--- src/design/c2d_ram.sv ---
// c2d_ram: generic single write port, single read port ram with registered read
// no dependencies

module c2d_ram #(
  parameter int WIDTH = 32,
  parameter int DEPTH = 64
) (
  input  logic                     clk,
  input  logic                     wr_en,
  input  logic [$clog2(DEPTH)-1:0] wr_addr,
  input  logic [WIDTH-1:0]         wr_data,
  input  logic [$clog2(DEPTH)-1:0] rd_addr,
  output logic [WIDTH-1:0]         rd_data
);

  logic [WIDTH-1:0] mem [DEPTH];

  always_ff @(posedge clk) begin
    if (wr_en) begin
      mem[wr_addr] <= wr_data;
    end
    rd_data <= mem[rd_addr];
  end

endmodule

--- config.mk ---
export PLATFORM = sky130hd
export DESIGN_NAME = c2d_ram
export DESIGN_NICKNAME = d
export VERILOG_FILES = /design/src/design/c2d_ram.sv
export SDC_FILE = /design/constraint.sdc
export NUM_CORES = 2
export LEC_CHECK = 0
export BUFFER_PORTS_ARGS = -buffer_cell sky130_fd_sc_hd__buf_2
export CORE_MARGIN = 1.5
export CORE_UTILIZATION = 40
export CTS_CLUSTER_DIAMETER = 30
export DETAILED_ROUTE_END_ITERATION = 8
export PLACE_DENSITY_LB_ADDON = 0.2
export SYNTH_ARGS = -nofsm -noshare
export SYNTH_HDL_FRONTEND = slang
export SYNTH_SLANG_ARGS = --single-unit
export TNS_END_PERCENT = 100
--- constraint.sdc ---
create_clock -name clk -period 7.73 [get_ports clk]
set_input_delay 0.3865 -clock clk [delete_from_list [all_inputs] [get_ports clk]]
set_output_delay 0.3865 -clock clk [all_outputs]
set_load 0.05 [all_outputs]
==> results.toml <==
[route]
first_pass_iters = 7
drtIter0Drc = 4379
vias_per_cell = 5.64
drcViolationCount = 0
detail-route-antenna-nets = 0
wl_per_cell_um = 31.5
wirelength_um = 212000
vias = 38022

[power]
total_power_uw = 31900
leakage_uw = 0.0313
pwr_density_cell_nw_per_um2 = 328
ir_drop_mv = 0.260

[synth]
synth_area_um2 = 78500
syn_inst = 3324
yosysWarningCount = 0
yosys.area_share.adder_pct = 0
ys_types = 34
synth_top_cells_by_area = "edfxtp_1 (78%), mux4_2 (16%), mux2i_1 (1.2%)"
synthDominantCellAreaShare_pct = 78.3
synth-compound-area-share_pct = 1.67
ys_ff_latch = 2080
synth-simple-area-share_pct = 1.27
synth_top_family_by_area = "multiplexers"
avgSynthCellArea_um2 = 23.6
yosys.area.top_type = "edfxtp_1"
yosysSeqAreaShare_pct = 79.1
yosys-mux-area-fraction_pct = 16.8
synthXorXnorAreaFrac_pct = 0
synth_nets = 3370

[global_routing]
grt_pass1_wl_um = 299000
top_usage_layer = "met2"
grt.overflow.total = 0
use_met1_pct = 30.3
grt_start_max_net_pins = 97
grt_pass1_vias = 39201
use_met3_pct = 4.08
use_met2_pct = 34.1
grtUsageTotal_pct = 21.5
antenna_found_initial = 19

[clock_tree]
cts_tree = "built"
cts_setup_buffers = 0
cts_root_buf = "clkbuf_16"
cts-buffers-inserted = 432
clock_latency_ns = 0.95
clk_pin_slew_ns = 0.05
post_cts_resized = 0
clock-sinks = 2080
ctsHoldBuffers = 0
htree_levels = 5
clockBufferDepth = 4

[worst_setup_path]
worstReg2RegStart = "mem[59][7]"
crit_start = "rd_addr[0]"
startpoint_type = "primary input"
cp.arrival_ns = 3.97
r2r_slack_ns = 5.37
path_class = "primary input to register"
cp.required_ns = 8.50
critPathMaxFanout = 81
critPathCaptureType = "register"

[sta]
hold_ws_ns = 0.112
fin_ws_ns = 4.53
fin_tns_setup_ns = 0
worst_slew_pin_slew_ns = 1.35
setup_violations = 0
slew_headroom_pct = 9.93
period_minus_slack_ns = 3.20
fin_crit_sh_pct = 41.4
hold_viol = 0
rsz0062_at_grt = "no"
fmax_ghz = 0.313
finalMaxSlewViolations = 0
worst_clock_skew_ns = 0.0778

[hold_path]
hp-class = "primary input to register"
hp-start = "rd_addr[4]"

[floorplanning]
die_x_um = 446
dieHeight_um = 446
die-area_um2 = 199000
initial_core_util_pct = 40.3
coreArea_um2 = 195000
io_pins = 78
std_cell_rows = 162

[finish]
final_nets = 3811
multiInputGateArea_um2 = 16000
fillCellCount = 15497
regArea_um2 = 62100
drive_gt1_share_pct = 36.3
syn_to_final_growth_pct = 23.9

[placed_design]
dp_worst_setup_slack_ns = 3.43
gp_congestion = 0.747
io_buffers = 77
place_hpwl_um = 107000

[run]
cap_viol_max_count = 0

[status]
status = "complete, no violations"
==> final timing paths <==
kind | end | cells past startpoint
worst max-delay path | rd_data[7] | 7
worst min-delay path | rd_data[6] | 3
worst max register to register | rd_data[7] | 4
worst min register to register | rd_data[17] | 4
==> layer usage <==
metal	routed length, µm	share of wire (%)
met3	14400	6.8
met4	4690	2.2
met1	90700	43
met5	11	0.0052
met2	103000	48
==> flip-flops by register name, summed over array words and instances, names as in the netlist <==
register  flops
mem        2048
rd_data      32
==> report_power, final <==
part / total, µW / internal (µW) / switching (µW) / leakage [µW]
clock: 18100 / 12300 / 5800 / 0.00704
combinational: 1180 / 407 / 775 / 0.00561
sequential: 12600 / 12500 / 49.0 / 0.0187
total: 31900 / 25300 / 6630 / 0.0313
==> cell usage in the layout, fill, tap and decap left out, types with 7 or more instances in the layout <==
cell and instances:
edfxtp_1 2048, buf_12 9, dfxtp_1 32, clkinv_4 29, buf_4 103, nand2b_1 7, clkbuf_1 58, o221ai_1 27
nor2_1 74, a22oi_1 12, inv_6 17, mux2i_1 93, a311oi_1 8, o22ai_1 84, nor2_4 62, clkinv_2 82
clkinv_1 39, clkbuf_16 438, a21oi_1 62, nand2_1 26, clkinvlp_4 38, bufinv_16 53, nor2b_1 14, mux4_2 544
buf_2 73, clkbuf_8 29
==> cells by family (layout without fill, tap and decap cells) <==
group | Yosys count | after routing
buffers and inverters | 182 | 976
AND/OR/NAND/NOR | 223 | 223
other | 0 | 5
AO/OA/AOI/OAI | 202 | 202
multiplexers | 637 | 637
flip-flops | 2080 | 2080
==> cells in the mapped netlist <==
library cell     n
edfxtp_1      2048
mux4_2         544
nor2_1         137
mux2i_1         93
o22ai_1         84
clkbuf_1        74
a21oi_1         62
buf_2           57
dfxtp_1         32
o221ai_1        27
nand2_1         26
buf_4           25
buf_1           21
nor2b_1         15
a22oi_1         12
a311oi_1         8
nand2b_1         8
nor3_1           7
buf_6            5
nand3_1          5
nand3b_1         5
a41o_1           4
and3_1           4
o32ai_1          4
or3_1            3
or3b_2           3
and2_1           2
nand4_1          2
or3b_1           2
a31oi_1          1
nand4b_1         1
or2_0            1
or2_1            1
or2_2            1
==> area by class of cell <==
cell class / instances / area share, %
clock inverters: 262 / 3.00
diodes: 5 / 0.0129
well taps: 2624 / 3.37
clock buffers: 525 / 11.9
multi-input cells: 1062 / 16.4
flip-flops and latches: 2080 / 63.9
repair buffers: 189 / 1.41
==> worst max-delay path: stages <==
cell and delay [ns]:
buf_8 0.50, buf_12 0.55, buf_4 0.45, mux4_2 0.56, mux4_2 0.49, o22ai_1 0.78
nor2_1 0.10
==> through the flow <==
stage	util, %	std cells	area (µm²)
finish	49.9	6747	97300
global route	49.9	6745	97300
CTS	49.9	6742	97300
detailed placement	42.4	5955	82800
global placement	42.4	5955	82800
floorplan	-	3324	78500
Power figures use the tool's default switching activity.
