<file path="config.mk">
export PLATFORM = sky130hd
export DESIGN_NAME = c2d_row_cell
export DESIGN_NICKNAME = d
export VERILOG_FILES = /design/src/design/c2d_pkg.sv /design/src/design/c2d_row_cell.sv
export SDC_FILE = /design/constraint.sdc
export NUM_CORES = 1
export LEC_CHECK = 0
export ABC_AREA = 1
export BUFFER_PORTS_ARGS = -buffer_cell sky130_fd_sc_hd__buf_4
export CORE_ASPECT_RATIO = 1.5
export CORE_MARGIN = 2
export CORE_UTILIZATION = 50
export CTS_BUF_LIST = sky130_fd_sc_hd__clkbuf_8
export DETAILED_ROUTE_END_ITERATION = 10
export PLACE_DENSITY = 0.67
export SLEW_MARGIN = 10
export SYNTH_ARGS = -nofsm -noshare
export SYNTH_HDL_FRONTEND = slang
export SYNTH_SLANG_ARGS = --single-unit
</file>
<file path="constraint.sdc">
create_clock -name clk -period 4.3 [get_ports clk]
set_clock_uncertainty 0.1 [all_clocks]
set_input_delay 0.215 -clock clk [delete_from_list [all_inputs] [get_ports clk]]
set_output_delay 0.215 -clock clk [all_outputs]
set_load 0.02 [all_outputs]
</file>
<file path="src/design/c2d_pkg.sv">
// c2d_pkg: shared types and constants for the zero-padded 5x5 convolution block
// no dependencies; imported by every module of the block but c2d_ram

package c2d_pkg;

  localparam int K          = 5;
  localparam int PAD        = (K - 1) / 2;
  localparam int PIX_W      = 8;
  localparam int COEF_W     = 8;
  localparam int COEF_ROW_W = K * COEF_W;
  localparam int DIM_W      = 7;
  localparam int DIM_RESET  = 64;
  localparam int PROD_W     = 17;
  localparam int ROW_W      = 20;
  localparam int SUM_W      = 21;
  localparam int POS_W      = 6;
  localparam int LINE_W     = (K - 1) * PIX_W;
  localparam int CFG_IDX_W  = 3;

  localparam logic [COEF_ROW_W-1:0] KERNEL_ROW_RESET = 40'h01_0101_0101;

  localparam logic [CFG_IDX_W-1:0] REG_IMAGE_WIDTH  = 3'd0;
  localparam logic [CFG_IDX_W-1:0] REG_IMAGE_HEIGHT = 3'd1;
  localparam logic [CFG_IDX_W-1:0] REG_KERNEL_ROW_0 = 3'd2;
  localparam logic [CFG_IDX_W-1:0] REG_KERNEL_ROW_4 = 3'd6;

  localparam logic ACT_PIXEL = 1'b0;
  localparam logic ACT_DRAIN = 1'b1;

  typedef struct packed {
    logic             action;
    logic [PIX_W-1:0] pixel;
  } c2d_in_t;

  typedef struct packed {
    logic signed [SUM_W-1:0] filtered_sum;
    logic [POS_W-1:0]        out_row;
    logic [POS_W-1:0]        out_col;
    logic                    last_in_frame;
  } c2d_out_t;

  typedef struct packed {
    logic         shift;
    logic         row_ok;
    logic [K-1:0] col_ok;
  } c2d_cell_ctrl_t;

endpackage

</file>
<file path="src/design/c2d_row_cell.sv">
// c2d_row_cell: one kernel row of the window, five pixel taps, products and row sum
// depends on c2d_pkg

module c2d_row_cell import c2d_pkg::*; (
  input  logic                    clk,
  input  c2d_cell_ctrl_t          ctrl,
  input  logic [PIX_W-1:0]        pix_in,
  input  logic [COEF_ROW_W-1:0]   coefs,
  output logic signed [ROW_W-1:0] row_sum
);

  logic [PIX_W-1:0]         taps      [K];
  logic signed [PROD_W-1:0] prods     [K];
  logic signed [PROD_W-1:0] prods_next[K];
  logic signed [ROW_W-1:0]  row_sum_next;

  // newest pixel enters at the right-hand tap
  always_ff @(posedge clk) begin
    if (ctrl.shift) begin
      taps[K-1] <= pix_in;
      for (int b = 0; b < K - 1; b++) begin
        taps[b] <= taps[b+1];
      end
    end
  end

  always_comb begin
    for (int b = 0; b < K; b++) begin
      if (ctrl.row_ok && ctrl.col_ok[b]) begin
        prods_next[b] = $signed(coefs[b*COEF_W +: COEF_W]) * $signed({1'b0, taps[b]});
      end else begin
        prods_next[b] = '0;
      end
    end
  end

  always_comb begin
    row_sum_next = '0;
    for (int b = 0; b < K; b++) begin
      row_sum_next = row_sum_next + ROW_W'(prods[b]);
    end
  end

  always_ff @(posedge clk) begin
    prods   <= prods_next;
    row_sum <= row_sum_next;
  end

endmodule

</file>
==> flow_metrics.tcl, run 1 <==
set metrics [dict create \
    synthCells 2492 \
    vias 14700 \
    pre_cts_ws_ps 68.6 \
    synth_cell_type_count 22 \
    clkTransAtPathRegs_ps 90 \
    yosysSeqAreaShare_pct 17.9 \
    layout_setup_ws_ps 163 \
    drt_wl_total_microns 43300 \
    clk_path_buf_depth 2 \
    relSlewSlack_pct 59.4 \
    root_buffer "clkbuf_8" \
    hold_viol 0 \
    critPathMaxFanout 5 \
    cts_buffers 17 \
    clk_latency_ps 500 \
    syn_area_per_cell_sq_um 7.41 \
    grt_pass1_wl_microns 72800 \
    synth_commonest_cells "inv_1 (751), nand2_1 (608), fa_1 (238)" \
    design_area_sq_um 20700 \
    synth_ff_type "dfxtp_1" \
    crit_buf_inv 5 \
    setup.worst_path.start_class "flip-flop" \
    grt_overflow 0 \
    status "completed" \
    synth_edf_count 40 \
    reg2reg_from "taps[0][21]$_DFFE_PP_" \
    post-route-min-period_ps 4140 \
    hp-start "ctrl[5]" \
    fmax_ghz 0.242 \
    syn-num-nets 3021 \
    required_ps 4610 \
    die-area_sq_um 38500 \
    min_to "prods[37]$_SDFF_PN0_" \
    cp_top_family "adder cells" \
    first_global_vias 15500 \
    drive_gt1_share_pct 8.74 \
    die_h_microns 239 \
    path_class "flip-flop to flip-flop" \
    drcViolationCount 0 \
    hold_path.class "input pin to flip-flop" \
    finalSetupViolCount 0 \
    antenna_left 0 \
    drt_iter0_drc 665 \
    row_count 86 \
    async_reset_ff_share_pct 0 \
    cts_sinks 145 \
    initial_core_util_pct 50.5 \
    yosysMostFrequentCell "inv_1" \
    io_pins 76 \
    yosys_warnings 0 \
    rsz0062_at_grt "true" \
    grtUsageTotal_pct 23.8 \
    maxCapViolations 0 \
    nNetsFinal 3137 \
    worstReg2RegEnd "prods[47]$_SDFF_PN0_" \
    drt-pass1-iter-count 5 \
    post-synth-top-area-fraction_pct 25.8 \
    htreeDepth 4 \
    synth-seq-cells 145 \
    fin_hold_ws_ps 81.2 \
    power_density_nw_per_um2 510 \
    peakVddDrop_v 0.000274 \
    critPathCaptureType "flip-flop" \
    min_path_cells 3 \
    drv_slew 0 \
    power.static_leakage_nw 12.6 \
    placed_cell_area_sq_um 19500 \
    path_cells "buf_4 > nand2_1 > inv_1 > fa_1 > fa_1 > fa_1 > inv_1 > fa_1 > inv_1 > ha_1 > nand2_1 > inv_1 > nand2_1 > nand3_1 > nand2_1 > nand3_1 > nand2_1 > nand2_1 > nor2_1" \
    critPathArrivalTime_ps 4440 \
    cts_tree "built" \
    die_x_microns 161 \
    syn_area_sq_um 18500 \
    vias_per_cell 4.73 \
    port_buffers 75 \
    grt_max_degree 41 \
    cp_slowest_stage_delay_ps 500 \
    antenna_found_initial 3 \
    wl_per_cell_microns 13.9 \
    reg2reg_setup_slack_ps 160 \
    tightest_slew_ps 609 \
    crit_path_start "taps[0][21]$_DFFE_PP_" \
    core_area_sq_um 36600 \
    gp_congestion 0.920 \
    cp_slowest_cell "fa_1" \
    crit_top_cell "nand2_1" \
    post-route-period-util_pct 96.2 \
    syn2layout_area_growth_pct 12.0 \
    synth.area.top_cells "fa_1 (26%), ha_1 (16%), inv_1 (15%)" \
    rr_worst_depth 19 \
    place_hpwl_microns 36500 \
    yosysTopAreaCell "fa_1" \
]
==> sequential cells by signal, summed over array words and instances, names as in the netlist <==
signal   cells
taps        40
prods       85
row_sum     20
==> report_power, final <==
| group | internal, mW | total (mW) | switching, mW |
|---|---|---|---|
| Clock | 0.577 | 1.15 | 0.576 |
| Sequential | 1.75 | 1.94 | 0.191 |
| Combinational | 2.80 | 7.46 | 4.66 |
==> layout make-up <==
type | count | area [sq um]
antenna | 3 | 7.51
clock buffer | 18 | 248
clock inverter | 12 | 143
fill | 3447 | 15900
inverter | 758 | 2850
multi-input combinational | 1511 | 12200
sequential | 145 | 3300
tap | 484 | 606
timing repair buffer | 175 | 1380
==> per-stage QoR <==
step           instances  utilization, %  power (mW)  setup TNS (ps)
2_1_floorplan       2492               -        7.22               0
6_report            3106            56.6        10.6               0
3_3_place_gp        3000            53.4        8.97               0
3_5_place_dp        3000            53.4        9.09               0
4_1_cts             3050            55.0        10.3               0
5_1_grt             3106            56.6        11.8           -44.0
==> placed cells by master, fill, tap and decap left out, drive strengths merged <==
master,netlist,routed
buf,3,154
edfxtp,40,40
xnor2,9,9
diode,0,3
ha,235,235
a31oi,1,1
a21o,10,10
fa,238,238
nand3,85,85
dlygate4sd3,0,20
clkinvlp,0,1
clkinv,7,10
nand2,608,608
bufinv,0,3
and2,2,2
inv,751,756
clkbuf,75,19
nor2,197,197
xor2,6,6
o21ai,31,31
nor3,3,3
a21oi,68,68
nor3b,2,2
or2,16,16
dfxtp,105,105
==> tightest hold or removal path, cell delays in order <==
cell and delay [ps]:
buf_4 150, nand2_1 200, nor2_1 60
==> logic make-up after synthesis <==
family	count (synthesis)	synth area share, %
flip-flops	145	17.9
buffers and inverters	836	17.0
AO/OA/AOI/OAI	110	3.12
adder cells (fa/ha/maj)	473	41.7
XOR/XNOR	15	0.711
AND/OR/NAND/NOR	913	19.5
==> worst max-delay path by stage <==
stage,endpoint,cells after the start
2_1_floorplan,prods[63]$_SDFF_PN0_,16
3_3_place_gp,prods[11]$_SDFF_PN0_,17
3_5_place_dp,prods[64]$_SDFF_PN0_,18
4_1_cts,prods[64]$_SDFF_PN0_,18
5_1_grt,prods[47]$_SDFF_PN0_,18
6_report,prods[47]$_SDFF_PN0_,19
==> routing by layer <==
metal  GRT usage, %  share of wire (%)
met1           24.9                 38
met2           46.6                 55
met3           2.81                3.0
met4           11.3                4.2
met5              0                  0
==> repair_timing <==
item	CTS	global route
buffers inserted	0	53
hold buffers	20	0
resized for setup	0	30
hold endpoints to repair	21	0
endpoints found under the setup margin	0	42
(Power assumes the default switching activity.)
==> run 2: changes to the inputs <==
--- a/config.mk
+++ b/config.mk
@@ -10,7 +10,6 @@
 export CORE_ASPECT_RATIO = 1.5
 export CORE_MARGIN = 2
 export CORE_UTILIZATION = 50
-export CTS_BUF_LIST = sky130_fd_sc_hd__clkbuf_8
 export DETAILED_ROUTE_END_ITERATION = 10
 export PLACE_DENSITY = 0.67
 export SLEW_MARGIN = 10
==> run 2 against run 1 <==
  * Cell count down 0.52%
  * Sequential power about the same
  * Worst setup slack better by 9.4 ps
  * Critical path type unchanged
  * Largest power group unchanged
==> flow_metrics.tcl, run 2 (same netlist as run 1, synthesis figures left out) <==
set metrics [dict create \
    status "completed" \
    cts_tree "built" \
    peakVddDrop_v 0.000348 \
    hold_path.class "input pin to flip-flop" \
    critPathMaxFanout 5 \
    top_regs "prods x85, taps x40, row_sum x20" \
    regArea_sq_um 3300 \
    cp_top_family "adder cells" \
    critPathArrivalTime_ps 4380 \
    vias 14700 \
    root_buffer "clkbuf_16" \
    drt_iter0_drc 560 \
    rsz0062_at_grt "true" \
    required_ps 4560 \
    io_pins 76 \
    clk_path_buf_depth 2 \
    mostFrequentLayoutCell "inv_1" \
    largest_reg_flops 85 \
    fillers 3423 \
    drv_slew 0 \
    grtUsageTotal_pct 23.8 \
    cts_buffers 17 \
    relSlewSlack_pct 59.7 \
    drt-pass1-iter-count 5 \
    tightest_slew_ps 605 \
    hold_viol 0 \
    die_x_microns 161 \
    reg2reg_setup_slack_ps 170 \
    post-route-period-util_pct 96.0 \
    port_buffers 75 \
    path_cells "buf_4 > nand2_1 > inv_1 > fa_1 > fa_1 > fa_1 > inv_1 > fa_1 > inv_1 > ha_1 > nand2_1 > inv_1 > nand2_1 > nand3_1 > nand2_1 > nand3_1 > nand2_1 > nand2_1 > nor2_1" \
    antenna_found_initial 0 \
    multi_input_area_sq_um 12200 \
    nNetsFinal 3124 \
    top_register "prods" \
    setup.worst_path.start_class "flip-flop" \
    wl_per_cell_microns 13.9 \
    drcViolationCount 0 \
    crit_buf_inv 5 \
    power_density_nw_per_um2 525 \
    antenna_left 0 \
    grt_pass1_wl_microns 72900 \
    htreeDepth 4 \
    post-route-min-period_ps 4130 \
    gp_congestion 0.920 \
    core_area_sq_um 36600 \
    cp_slowest_cell "fa_1" \
    place_hpwl_microns 36500 \
    finalSetupViolCount 0 \
    crit_top_cell "nand2_1" \
    row_count 86 \
    critPathCaptureType "flip-flop" \
    drive_gt1_share_pct 8.48 \
    clk_latency_ps 440 \
    fmax_ghz 0.242 \
    drt_wl_total_microns 43100 \
    initial_core_util_pct 50.5 \
    die-area_sq_um 38500 \
    design_area_sq_um 20800 \
    first_global_vias 15400 \
    clkTransAtPathRegs_ps 60 \
    vias_per_cell 4.74 \
    maxCapViolations 0 \
    p_total_mw 10.9 \
    fin_util_pct 56.7 \
    syn2layout_area_growth_pct 12.4 \
    placed_cell_area_sq_um 19500 \
    grt_overflow 0 \
    cp_slowest_stage_delay_ps 500 \
    path_class "flip-flop to flip-flop" \
    mostFrequentLayoutCells "inv_1 (751), nand2_1 (604), fa_1 (238), ha_1 (225), nor2_1 (192)" \
    power.static_leakage_nw 12.6 \
    cts_sinks 145 \
    grt_max_degree 41 \
    die_h_microns 239 \
    diodes 0 \
]
==> run 2: cell count changes in the layout (fill, tap and decap cells not counted), sizes merged <==
cell         previous run  this run
dlygate4sd3            20        13
buf                   154       149
diode                   3         0
clkbuf                 19        21
inv                   756       754
bufinv                  3         2
==> run 2: per-layer routing <==
layer	vias to the layer above	track usage, %	share of wire (%)
li1	7368	-	-
met1	6903	24.9	38
met2	285	46.8	55
met3	96	2.65	2.8
met4	0	11.1	4.0
met5	-	0	0
==> run 2: worst paths after layout <==
kind	start	endpoint	cells past startpoint
worst min register to register	prods[68]$_SDFF_PN0_	row_sum[0]$_DFF_P_	1
worst min-delay path	ctrl[3]	prods[21]$_SDFF_PN0_	3
worst max-delay path	taps[0][21]$_DFFE_PP_	prods[47]$_SDFF_PN0_	19
worst max register to register	taps[0][21]$_DFFE_PP_	prods[47]$_SDFF_PN0_	19
==> run 2: where the power goes <==
part           internal, mW  switching [mW]
Clock                 0.897           0.622
Sequential             1.75           0.194
Combinational          2.80            4.64
Total                  5.44            5.46
==> run 2: per-stage QoR <==
stage | setup WS [ps] | cells | hold slack, ps | TNS, ps
final | 173 | 3090 | 54.3 | 0
after global routing | -24.6 | 3090 | 67.4 | -25.9
after CTS | 33.3 | 3043 | 37.1 | 0
after detailed placement | 68.6 | 3000 | 294 | 0
after global placement | 134 | 3000 | 294 | 0
after floorplan | 433 | 2492 | 214 | 0
==> run 2: worst register-to-register path, stage by stage, from the launching register on <==
cell      delay (ps)
edfxtp_1         470
buf_4            210
nand2_1           60
inv_1             50
fa_1             490
fa_1             500
fa_1             490
inv_1             50
fa_1             470
inv_1             40
ha_1             330
nand2_1          140
inv_1             60
nand2_1           60
nand3_1           70
nand2_1           60
nand3_1          100
nand2_1           80
nand2_1           50
nor2_1           140
==> run 2: repair_timing <==
| action | CTS | global route |
|---|---|---|
| endpoints found under the setup margin | 0 | 41 |
| endpoints found under the hold margin | 13 | 0 |
| setup buffers | 0 | 47 |
| resized for setup | 0 | 29 |
| hold buffers | 13 | 0 |
==> run 2: area by class of cell <==
type | instances | area share [%]
Clock buffer | 21 | 2.27
Multi-Input combinational cell | 1511 | 58.6
Sequential cell | 145 | 15.9
Inverter | 758 | 13.7
Clock inverter | 9 | 0.506
Tap cell | 484 | 2.92
Timing Repair Buffer | 162 | 6.11
